==> src/spm_pkg.sv <==
// Shared types, codes and constants of the solid-state relay power modulator.
package spm_pkg;

   // Duty scale and field widths.
   localparam int DUTY_FULL_SCALE = 1000;
   localparam int DUTY_W          = 10;
   localparam int MODE_W          = 3;
   localparam int BURST_W         = 16;
   localparam int HALF_W          = 15;
   localparam int PULSE_W         = 10;
   localparam int LOSS_W          = 12;
   localparam int KIND_W          = 2;
   localparam int CSR_INDEX_W     = 3;
   localparam int CSR_DATA_W      = 16;

   // Timebase.
   localparam int US_PER_MS   = 1000;
   localparam int PRESCALE_W  = 10;

   // Burst window limits.
   localparam int BURST_MIN_MS      = 100;
   localparam int BURST_FALLBACK_MS = 1000;
   localparam int BURST_PROD_W      = DUTY_W + BURST_W + 1;

   // Phase firing thresholds, expressed directly on the duty value.
   localparam int PHASE_ON_MIN       = (99 * DUTY_FULL_SCALE + 99) / 100;
   localparam int PHASE_OFF_MAX      = DUTY_FULL_SCALE / 100;
   localparam int PHASE_MIN_DELAY_US = 50;
   // The delay countdown runs in units of 1/DUTY_FULL_SCALE microsecond.
   localparam int PHASE_CNT_W        = DUTY_W + HALF_W;

   // Request kinds.
   localparam logic [KIND_W-1:0] KIND_TICK  = 2'd0;
   localparam logic [KIND_W-1:0] KIND_CROSS = 2'd1;
   localparam logic [KIND_W-1:0] KIND_DUTY  = 2'd2;

   // Operating modes.
   localparam logic [MODE_W-1:0] MODE_BURST = 3'd0;
   localparam logic [MODE_W-1:0] MODE_HALF  = 3'd1;
   localparam logic [MODE_W-1:0] MODE_FULL  = 3'd2;
   localparam logic [MODE_W-1:0] MODE_PHASE = 3'd3;
   localparam logic [MODE_W-1:0] MODE_OFF   = 3'd4;

   // Register indexes.
   localparam logic [CSR_INDEX_W-1:0] REG_MODE      = 3'd0;
   localparam logic [CSR_INDEX_W-1:0] REG_BURST     = 3'd1;
   localparam logic [CSR_INDEX_W-1:0] REG_HALF      = 3'd2;
   localparam logic [CSR_INDEX_W-1:0] REG_PULSE     = 3'd3;
   localparam logic [CSR_INDEX_W-1:0] REG_MAINSLOSS = 3'd4;

   // Phase sequencer stages.
   localparam logic [1:0] STAGE_IDLE  = 2'd0;
   localparam logic [1:0] STAGE_DELAY = 2'd1;
   localparam logic [1:0] STAGE_PULSE = 2'd2;

   typedef struct packed {
      logic [MODE_W-1:0]  mode;
      logic [BURST_W-1:0] burst_period_ms;
      logic [HALF_W-1:0]  half_period_us;
      logic [PULSE_W-1:0] pulse_us;
      logic [LOSS_W-1:0]  mains_loss_ms;
   } spm_cfg_type;

   typedef struct packed {
      logic ssr_on;
      logic load_active;
      logic mains_lost;
   } spm_result_type;

endpackage

==> src/ssr_power_modulator_core.sv <==
// Top level of the solid-state relay power modulator.
//
// Usage: each request on the req_ channel is one event: a one-microsecond
// tick, a mains zero-crossing or a duty update (req_duty_permille, clamped
// to full scale). Every request produces exactly one response on the rsp_
// channel with the relay drive level, the load status and the mains-loss
// flag as they stand after that event.
// The response is registered: it goes to the output register, or to the
// skid stage while that register holds an untaken response. Throughput is
// one request per cycle while req_ready is high; the state update is a
// single pass through the event logic and one 10x15 multiplier for the
// phase delay and one 10x16 multiplier for the burst on-time.
// The response register is backed by a skid stage, so a request is still
// taken while one response waits; req_ready falls only when both hold a
// response, and rises again as soon as the receiver takes one.
// The csr_ channel is always ready; writing the mode register restarts the
// active strategy. Registers should only be written while the block is idle.
// Reset is synchronous and active high: registers return to their defaults
// (mode off), all timers clear and no response is pending.
module ssr_power_modulator_core (
   input  logic                               clock,
   input  logic                               reset,
   input  logic                               req_valid,
   output logic                               req_ready,
   input  logic [spm_pkg::KIND_W-1:0]         req_kind,
   input  logic [spm_pkg::DUTY_W-1:0]         req_duty_permille,
   output logic                               rsp_valid,
   input  logic                               rsp_ready,
   output logic                               rsp_ssr_on,
   output logic                               rsp_load_active,
   output logic                               rsp_mains_lost,
   input  logic                               csr_valid,
   output logic                               csr_ready,
   input  logic [spm_pkg::CSR_INDEX_W-1:0]    csr_index,
   input  logic [spm_pkg::CSR_DATA_W-1:0]     csr_data
);
   import spm_pkg::*;

   spm_cfg_type    cfg_ff, cfg_in;
   spm_result_type result;
   spm_result_type out_ff, out_in;
   spm_result_type skid_ff, skid_in;
   logic           out_valid_ff, out_valid_in;
   logic           skid_valid_ff, skid_valid_in;
   logic           csr_write;
   logic           restart;
   logic           req_take;
   logic           rsp_take;

   assign csr_ready = 1'b1;
   assign csr_write = csr_valid && csr_ready;
   assign restart   = csr_write && (csr_index == REG_MODE);

   // Register file writes.
   always_comb begin
      cfg_in = cfg_ff;
      if (csr_write) begin
         case (csr_index)
            REG_MODE:      cfg_in.mode            = csr_data[MODE_W-1:0];
            REG_BURST:     cfg_in.burst_period_ms = csr_data[BURST_W-1:0];
            REG_HALF:      cfg_in.half_period_us  = csr_data[HALF_W-1:0];
            REG_PULSE:     cfg_in.pulse_us        = csr_data[PULSE_W-1:0];
            REG_MAINSLOSS: cfg_in.mains_loss_ms   = csr_data[LOSS_W-1:0];
            default: begin
            end
         endcase
      end
   end

   always_ff @(posedge clock) begin
      if (reset) begin
         cfg_ff.mode            <= MODE_OFF;
         cfg_ff.burst_period_ms <= BURST_W'(1000);
         cfg_ff.half_period_us  <= HALF_W'(10000);
         cfg_ff.pulse_us        <= PULSE_W'(150);
         cfg_ff.mains_loss_ms   <= LOSS_W'(500);
      end else begin
         cfg_ff <= cfg_in;
      end
   end

   assign req_ready = !skid_valid_ff;
   assign req_take  = req_valid && req_ready;
   assign rsp_take  = out_valid_ff && rsp_ready;

   spm_engine u_engine (
      .clock         (clock),
      .reset         (reset),
      .step          (req_take),
      .restart       (restart),
      .kind          (req_kind),
      .duty_permille (req_duty_permille),
      .cfg           (cfg_ff),
      .result        (result)
   );

   // Response register with a skid stage behind it.
   always_comb begin
      out_in        = out_ff;
      skid_in       = skid_ff;
      out_valid_in  = out_valid_ff;
      skid_valid_in = skid_valid_ff;
      if (skid_valid_ff) begin
         if (rsp_take) begin
            out_in        = skid_ff;
            skid_valid_in = 1'b0;
         end
      end else if (req_take) begin
         if (!out_valid_ff || rsp_take) begin
            out_in       = result;
            out_valid_in = 1'b1;
         end else begin
            skid_in       = result;
            skid_valid_in = 1'b1;
         end
      end else if (rsp_take) begin
         out_valid_in = 1'b0;
      end
   end

   always_ff @(posedge clock) begin
      if (reset) begin
         out_valid_ff  <= 1'b0;
         skid_valid_ff <= 1'b0;
      end else begin
         out_valid_ff  <= out_valid_in;
         skid_valid_ff <= skid_valid_in;
      end
   end

   always_ff @(posedge clock) begin
      out_ff  <= out_in;
      skid_ff <= skid_in;
   end

   assign rsp_valid       = out_valid_ff;
   assign rsp_ssr_on      = out_ff.ssr_on;
   assign rsp_load_active = out_ff.load_active;
   assign rsp_mains_lost  = out_ff.mains_lost;

endmodule

==> src/spm_engine.sv <==
// Modulator state and the per-request update of relay, status and timers.
module spm_engine (
   input  logic                          clock,
   input  logic                          reset,
   input  logic                          step,
   input  logic                          restart,
   input  logic [spm_pkg::KIND_W-1:0]    kind,
   input  logic [spm_pkg::DUTY_W-1:0]    duty_permille,
   input  spm_pkg::spm_cfg_type          cfg,
   output spm_pkg::spm_result_type       result
);
   import spm_pkg::*;

   logic [DUTY_W-1:0]      duty_ff, duty_in;
   logic [DUTY_W-1:0]      acc_ff, acc_in;
   logic                   fire_ff, fire_in;
   logic                   parity_ff, parity_in;
   logic [PRESCALE_W-1:0]  pres_ff, pres_in;
   logic [BURST_W-1:0]     elapsed_ff, elapsed_in;
   logic [PHASE_CNT_W-1:0] count_ff, count_in;
   logic [1:0]             stage_ff, stage_in;
   logic [LOSS_W-1:0]      loss_ff, loss_in;
   logic                   relay_ff, relay_in, relay_evt;
   logic                   active_ff, active_in, active_evt;

   logic [LOSS_W-1:0]       loss_limit;
   logic [BURST_W-1:0]      burst_len;
   logic [BURST_W-1:0]      elapsed_inc;
   logic [DUTY_W:0]         acc_sum;
   logic [DUTY_W-1:0]       duty_gap;
   logic [PHASE_CNT_W-1:0]  phase_prod;
   logic [PHASE_CNT_W-1:0]  pulse_load;
   logic [BURST_PROD_W-1:0] burst_lhs;
   logic [BURST_PROD_W-1:0] burst_rhs;
   logic                    burst_on;

   // Effective limits with the fallbacks for out-of-range settings.
   assign loss_limit  = (cfg.mains_loss_ms == '0) ? LOSS_W'(1) : cfg.mains_loss_ms;
   assign burst_len   = (cfg.burst_period_ms < BURST_W'(BURST_MIN_MS)) ?
                        BURST_W'(BURST_FALLBACK_MS) : cfg.burst_period_ms;
   assign elapsed_inc = elapsed_ff + BURST_W'(1);
   assign acc_sum     = {1'b0, acc_ff} + {1'b0, duty_ff};
   assign pulse_load  = (cfg.pulse_us == '0) ? PHASE_CNT_W'(1) : PHASE_CNT_W'(cfg.pulse_us);

   // Phase delay in scaled units: (full scale - duty) * half period.
   assign duty_gap   = DUTY_W'(DUTY_FULL_SCALE) - duty_ff;
   assign phase_prod = PHASE_CNT_W'(duty_gap) * PHASE_CNT_W'(cfg.half_period_us);

   // Event handling for ticks, crossings and duty updates.
   always_comb begin
      duty_in    = duty_ff;
      acc_in     = acc_ff;
      fire_in    = fire_ff;
      parity_in  = parity_ff;
      pres_in    = pres_ff;
      elapsed_in = elapsed_ff;
      count_in   = count_ff;
      stage_in   = stage_ff;
      loss_in    = loss_ff;
      relay_evt  = relay_ff;
      active_evt = active_ff;
      if (restart) begin
         relay_evt  = 1'b0;
         active_evt = 1'b0;
         acc_in     = '0;
         fire_in    = 1'b0;
         elapsed_in = '0;
         stage_in   = STAGE_IDLE;
         count_in   = '0;
         loss_in    = '0;
      end else if (step) begin
         case (kind)
            KIND_TICK: begin
               // Phase sequencer advances by one microsecond.
               if (cfg.mode == MODE_PHASE) begin
                  if (stage_ff == STAGE_DELAY) begin
                     if (count_ff < PHASE_CNT_W'(2 * DUTY_FULL_SCALE)) begin
                        relay_evt = 1'b1;
                        stage_in  = STAGE_PULSE;
                        count_in  = pulse_load;
                     end else begin
                        count_in = count_ff - PHASE_CNT_W'(DUTY_FULL_SCALE);
                     end
                  end else if (stage_ff == STAGE_PULSE) begin
                     count_in = count_ff - PHASE_CNT_W'(1);
                     if (count_ff == PHASE_CNT_W'(1)) begin
                        relay_evt = 1'b0;
                        stage_in  = STAGE_IDLE;
                     end
                  end
               end
               // Millisecond prescaler, burst window and loss window.
               if (pres_ff >= PRESCALE_W'(US_PER_MS - 1)) begin
                  pres_in    = '0;
                  elapsed_in = (elapsed_inc >= burst_len) ? '0 : elapsed_inc;
                  if (loss_ff < loss_limit) begin
                     loss_in = loss_ff + LOSS_W'(1);
                     if (loss_in >= loss_limit && cfg.mode inside {[MODE_HALF:MODE_PHASE]})
                     begin
                        relay_evt  = 1'b0;
                        active_evt = 1'b0;
                        stage_in   = STAGE_IDLE;
                        count_in   = '0;
                     end
                  end
               end else begin
                  pres_in = pres_ff + PRESCALE_W'(1);
               end
            end
            KIND_CROSS: begin
               parity_in = ~parity_ff;
               loss_in   = '0;
               case (cfg.mode)
                  MODE_HALF: begin
                     if (acc_sum >= (DUTY_W + 1)'(DUTY_FULL_SCALE)) begin
                        acc_in    = DUTY_W'(acc_sum - (DUTY_W + 1)'(DUTY_FULL_SCALE));
                        relay_evt = 1'b1;
                     end else begin
                        acc_in    = DUTY_W'(acc_sum);
                        relay_evt = 1'b0;
                     end
                     active_evt = relay_evt;
                  end
                  MODE_FULL: begin
                     // The accumulator steps on every other crossing only.
                     if (parity_in) begin
                        if (acc_sum >= (DUTY_W + 1)'(DUTY_FULL_SCALE)) begin
                           acc_in  = DUTY_W'(acc_sum - (DUTY_W + 1)'(DUTY_FULL_SCALE));
                           fire_in = 1'b1;
                        end else begin
                           acc_in  = DUTY_W'(acc_sum);
                           fire_in = 1'b0;
                        end
                     end
                     relay_evt  = fire_in;
                     active_evt = fire_in;
                  end
                  MODE_PHASE: begin
                     active_evt = (duty_ff > DUTY_W'(PHASE_OFF_MAX));
                     if (duty_ff >= DUTY_W'(PHASE_ON_MIN)) begin
                        relay_evt = 1'b1;
                        stage_in  = STAGE_IDLE;
                     end else if (duty_ff <= DUTY_W'(PHASE_OFF_MAX)) begin
                        relay_evt = 1'b0;
                        stage_in  = STAGE_IDLE;
                     end else if (phase_prod <
                                  PHASE_CNT_W'(PHASE_MIN_DELAY_US * DUTY_FULL_SCALE)) begin
                        relay_evt = 1'b1;
                        stage_in  = STAGE_IDLE;
                     end else begin
                        stage_in = STAGE_DELAY;
                        count_in = phase_prod;
                     end
                  end
                  default: begin
                  end
               endcase
            end
            KIND_DUTY: begin
               duty_in = (duty_permille > DUTY_W'(DUTY_FULL_SCALE)) ?
                         DUTY_W'(DUTY_FULL_SCALE) : duty_permille;
            end
            default: begin
            end
         endcase
      end
   end

   // Burst on-time test: elapsed + 1 <= duty*len/FS, written without a divider.
   assign burst_lhs = BURST_PROD_W'(BURST_PROD_W'(elapsed_in) + BURST_PROD_W'(1)) *
                      BURST_PROD_W'(DUTY_FULL_SCALE);
   assign burst_rhs = BURST_PROD_W'(duty_in) * BURST_PROD_W'(burst_len);
   assign burst_on  = (burst_lhs <= burst_rhs);

   // Mode-wide overrides applied after every request, except while the mode register is written.
   always_comb begin
      relay_in  = relay_evt;
      active_in = active_evt;
      if (step && !restart) begin
         if (cfg.mode == MODE_BURST) begin
            relay_in  = burst_on;
            active_in = burst_on;
         end else if (cfg.mode >= MODE_OFF) begin
            relay_in  = 1'b0;
            active_in = 1'b0;
         end
      end
   end

   assign result.ssr_on      = relay_in;
   assign result.load_active = active_in;
   assign result.mains_lost  = (loss_in >= loss_limit);

   // State registers.
   always_ff @(posedge clock) begin
      if (reset) begin
         duty_ff    <= '0;
         acc_ff     <= '0;
         fire_ff    <= 1'b0;
         parity_ff  <= 1'b0;
         pres_ff    <= '0;
         elapsed_ff <= '0;
         count_ff   <= '0;
         stage_ff   <= STAGE_IDLE;
         loss_ff    <= '0;
         relay_ff   <= 1'b0;
         active_ff  <= 1'b0;
      end else begin
         duty_ff    <= duty_in;
         acc_ff     <= acc_in;
         fire_ff    <= fire_in;
         parity_ff  <= parity_in;
         pres_ff    <= pres_in;
         elapsed_ff <= elapsed_in;
         count_ff   <= count_in;
         stage_ff   <= stage_in;
         loss_ff    <= loss_in;
         relay_ff   <= relay_in;
         active_ff  <= active_in;
      end
   end

endmodule

==> config.mk <==
export PLATFORM = sky130hd
export DESIGN_NAME = ssr_power_modulator_core
export DESIGN_NICKNAME = d
export VERILOG_FILES = /design/src/spm_pkg.sv /design/src/ssr_power_modulator_core.sv /design/src/spm_engine.sv
export SDC_FILE = /design/constraint.sdc
export NUM_CORES = 2
export LEC_CHECK = 0
export ABC_AREA = 1
export ABC_CLOCK_PERIOD_IN_PS = 22200
export BUFFER_PORTS_ARGS = -buffer_cell sky130_fd_sc_hd__buf_2
export CORE_MARGIN = 10
export CORE_UTILIZATION = 55
export DETAILED_ROUTE_END_ITERATION = 16
export PLACE_DENSITY = 0.81
export SETUP_SLACK_MARGIN = 0.1
export SKIP_LAST_GASP = 1
export SLEW_MARGIN = 5
export SYNTH_ARGS = -nofsm -noshare
export SYNTH_HDL_FRONTEND = slang
export SYNTH_SLANG_ARGS = --single-unit
export TNS_END_PERCENT = 10
==> constraint.sdc <==
create_clock -name clock -period 22.2 [get_ports clock]
set_input_delay 4.44 -clock clock [delete_from_list [all_inputs] [get_ports clock]]
set_output_delay 4.44 -clock clock [all_outputs]
set_load 0.03 [all_outputs]
==> results <==
- The terminus of the critical flop-to-flop path is rsp_ssr_on.
- The final worst-path setup slack is 9.019 ns.
- The final period utilization is 59.38%.
- The share of the Yosys chip area taken by registers is 12.64%.
- The via density per instance is 5.608.
- The largest total area in the synthesized netlist belongs to fa_1.
- Counting flops with a built-in enable in the synthesized netlist gives 6.
- The final number of max-transition violations is 0.
- Excluding fillers, the count of instances in the completed layout stands at 4138.
- The netlist area before placement is 24710 sq um.
- The finished cells cover 25910 sq um.
- For this configuration, the core starts out at a cell density of 55.75%.
- The first-pass detailed-route iteration total is 7.
- From left edge to right edge, the die measures 232.0 um.
- STA classifies the critical path startpoint as a primary input.
- During I/O placement, the number of pins put on the boundary was 42.
- Including well taps, the total number of placed cells is 4106.
- The cell area power density is 62.29 nW/um^2.
- Post-CTS repair changed the size of 0 cells.
- The diode insertion count for antenna repair is 0.
- After synthesis, the share of flip-flops with an asynchronous set or reset is 0%.
- For the pin with the worst max-slew slack, the measured transition is 1.223 ns.
- The number of DRC markers after the initial detailed-route iteration is 2478.
- The cell sitting at the root of the clock tree is a clkbuf_16.
- Across the whole layout, storage elements account for 3123 sq um.
- The count of input and output buffers is 40.
- For the worst-skew pair, the clock arrives at the later sink with an insertion delay of 0.46 ns.
- The cell repeated most along the worst path is nand2_1.
- The class of the worst hold path is reg -> reg.
- In the final layout, the multi-input gates occupy 18610 sq um.
- The number of buffers inserted for hold repair after clock tree synthesis is 0.
- Setup repair after global routing left no endpoint under its margin.
- The worst endpoint data arrival time is 13.51 ns.
- The post-route core utilization is 58.46%.
- The clock passes through at most 2 buffers.
- The layout filler cell count is 4123.
- For hold timing, the worst endpoint is cfg_ff[37].
- The run finished with clean final reports.
- The final layout contains 4108 nets.
- The placeable core region is 44320 sq um.
- For this design the static power due to leakage is 13.64 nW.
- TritonCTS built the clock tree.
- The detailed-placement wirelength estimate is 55750 um.
- From synthesis to final layout, the design area changed by 4.851%.
- The worst hold path passes through 2 cells.
- The total wire length is 68970 um.
- The height of the die is 232.0 um.
- Across every metal layer, demand over resource in global routing totals 26.08%.
- Buffers added to address setup during post-CTS repair amount to 0.
- The total nets after synthesis is 4136.
- For flop-to-flop paths, the worst setup slack is 11.62 ns.
- The count of final hold-check violations was 0.
- Among all stages on the critical path, the largest delay is contributed by fa_1.
- After synthesis, the cell types taking the most area are fa_1 (22%), ha_1 (14%), nand2_1 (12%).
- The worst-path maximum fanout is 26.
- Leaving out fill and tap cells, the most frequent cells in the layout are nand2_1 (804), inv_1 (671), nor2_1 (380).
- The sum of overflow across all layers after global routing is 0.
- The largest net degree at the start of global routing is 51.
- The number of antenna violations at the first check in global routing is 0.
- The aggregate negative setup slack is 0 ns.
- The floorplan die area is 53800 sq um.
- The path depth of the worst reg2reg path is 44.
- The dominant register cell in the synthesized netlist is dfxtp_1.
- The start of the worst register-to-register path is cfg_ff[48].
- The library cell used most frequently in the layout, excluding fill and tap cells, is nand2_1.
- The total number of placement rows is 77.
- The worst setup path is captured at a register.
- The Yosys step of the flow raised 0 warnings.
- The number of H-tree levels is 4.
- The number of global-route vias before repair is 22786.
- The detailed-route wire length per cell is 16.67 um.
- Setup violations remaining at the end of the flow were counted as 0.
- The largest voltage drop on the vdd net is 62.36 uV.
- The remaining routing DRC violations is 0.
- The hold path startpoint is cfg_ff[37].
- The highest clock rate is 75.87 MHz.
- Tracing the worst setup path back leads to its startpoint at req_valid.
- Of the cells placed in the final design, the portion with a size suffix greater than 1 is 3.807%.
- The register bit total from synthesis is 153.
- The total clock buffers created by CTS is 17.
- The synthesized design devotes to its leading area cell type 21.71% of total area.
- The total number of clock tree sinks is 153.
- The number of cells produced by synthesis is 3561.
- Clock-pin slew was measured on the worst setup and hold paths at 0.07 ns.
- The wire length of the first global-routing pass is 114600 um.
- The setup path with the least slack is of type in -> reg.
- Between clock sinks in the finished design, the worst skew comes to 0.01259 ns.
- The average instance in the mapped netlist occupies 6.938 sq um.
- Summing over every cut layer, the via total after detailed routing is 23206.
- The count of different cell masters after synthesis is 57.
- The final antenna-violating net count is 0.
- The post-detailed-placement cell area is 25340 sq um.
- The delay of the slowest cell on the worst path is 0.54 ns.
- The worst path needs 13.18 ns of the cycle, external delays included.
- The worst max-slew margin expressed relative to the limit is 17.81%.
- The placer's final routability congestion estimate is 0.9980.
- Timing analysis after detailed placement gives a worst setup slack of 8.622 ns.
- Across the run, the number of max-cap violations was 0.
- At the worst endpoint, the required time is 22.53 ns.
[area by class of cell]
type,count,share of cell area (%)
clock inverters,14,0.5071
flip-flops and latches,153,12.06
well taps,592,2.859
inverters,687,9.973
clock buffers,18,1.695
repair buffers,51,1.092
multi-input cells,2623,71.82
[kinds of logic after synthesis]
family	synth area share, %
AOI/OAI and AO/OA	12.31
xor gates and xnor gates	3.332
adders and majority gates	35.44
buffers and inverters	12.09
DFF	12.64
other	0.01518
and+or+nand+nor	24.17
[sequential cells by signal, summed over array words and instances, names as in the netlist]
| name | cells |
|---|---|
| u_engine.loss_ff | 12 |
| rsp_load_active | 1 |
| u_engine.active_ff | 1 |
| u_engine.pres_ff | 10 |
| cfg_ff | 56 |
| rsp_ssr_on | 1 |
| u_engine.relay_ff | 1 |
| u_engine.stage_ff | 2 |
| skid_ff | 3 |
| u_engine.elapsed_ff | 16 |
| rsp_valid | 1 |
| u_engine.duty_ff | 10 |
| u_engine.fire_ff | 1 |
| u_engine.count_ff | 25 |
| rsp_mains_lost | 1 |
| u_engine.parity_ff | 1 |
| skid_valid_ff | 1 |
| u_engine.acc_ff | 10 |
[cells in the mapped netlist (4+ instances only)]
library cell	number
nor2_2	9
a211oi_1	7
a31oi_1	25
inv_1	671
buf_4	6
o211ai_1	23
xnor2_1	33
inv_2	5
o311ai_0	8
o21bai_1	7
nor4_1	8
o21ai_1	4
nand2_1	804
nor2_4	7
dfxtp_1	147
nand3b_1	10
clkinv_1	9
clkbuf_1	84
edfxtp_1	6
a21boi_0	6
nor2_1	381
ha_1	271
xor2_1	61
o221ai_1	8
nor3_1	29
and2_1	4
o31ai_1	11
nand4_1	39
o21ai_0	210
or2_2	16
fa_1	268
nand3_1	132
buf_2	5
a21o_1	4
a21oi_1	207
[how the worst max path moves through the flow]
stage                            to
floorplan           rsp_load_active
finish                   rsp_ssr_on
global route        rsp_load_active
global placement         rsp_ssr_on
detailed placement       rsp_ssr_on
CTS                      rsp_ssr_on
[critical path: cells and delay by family]
family,cells,cell delay (ns)
buf+inv,8,0.78
simple gates,19,3.17
compound gates,6,1.31
xor+xnor,2,0.73
fa+ha+maj,7,3.02
[where the power goes]
part | internal, mW | switching, mW | leakage, nW
Clock | 0.151 | 0.139 | 0.272
Combinational | 0.366 | 0.655 | 12.1
Sequential | 0.287 | 0.0149 | 1.25
[routing by layer]
metal  part of all wire (%)  GRT usage, %  up-vias
met4                    4.7         11.99        0
met2                     46         42.52     1070
li1                       -             -    11146
met5                      0             0        -
met1                     40         32.69    10799
met3                    9.2         5.338      191
[metrics by stage]
stage          hold WS [ns]  power [mW]
2_1_floorplan        0.4290       1.068
3_3_place_gp         0.4427       1.290
3_5_place_dp         0.4631       1.301
4_1_cts              0.4761       1.601
5_1_grt              0.4934       1.774
6_report             0.4766       1.614
Note: power is estimated with default switching activity, not from simulation.
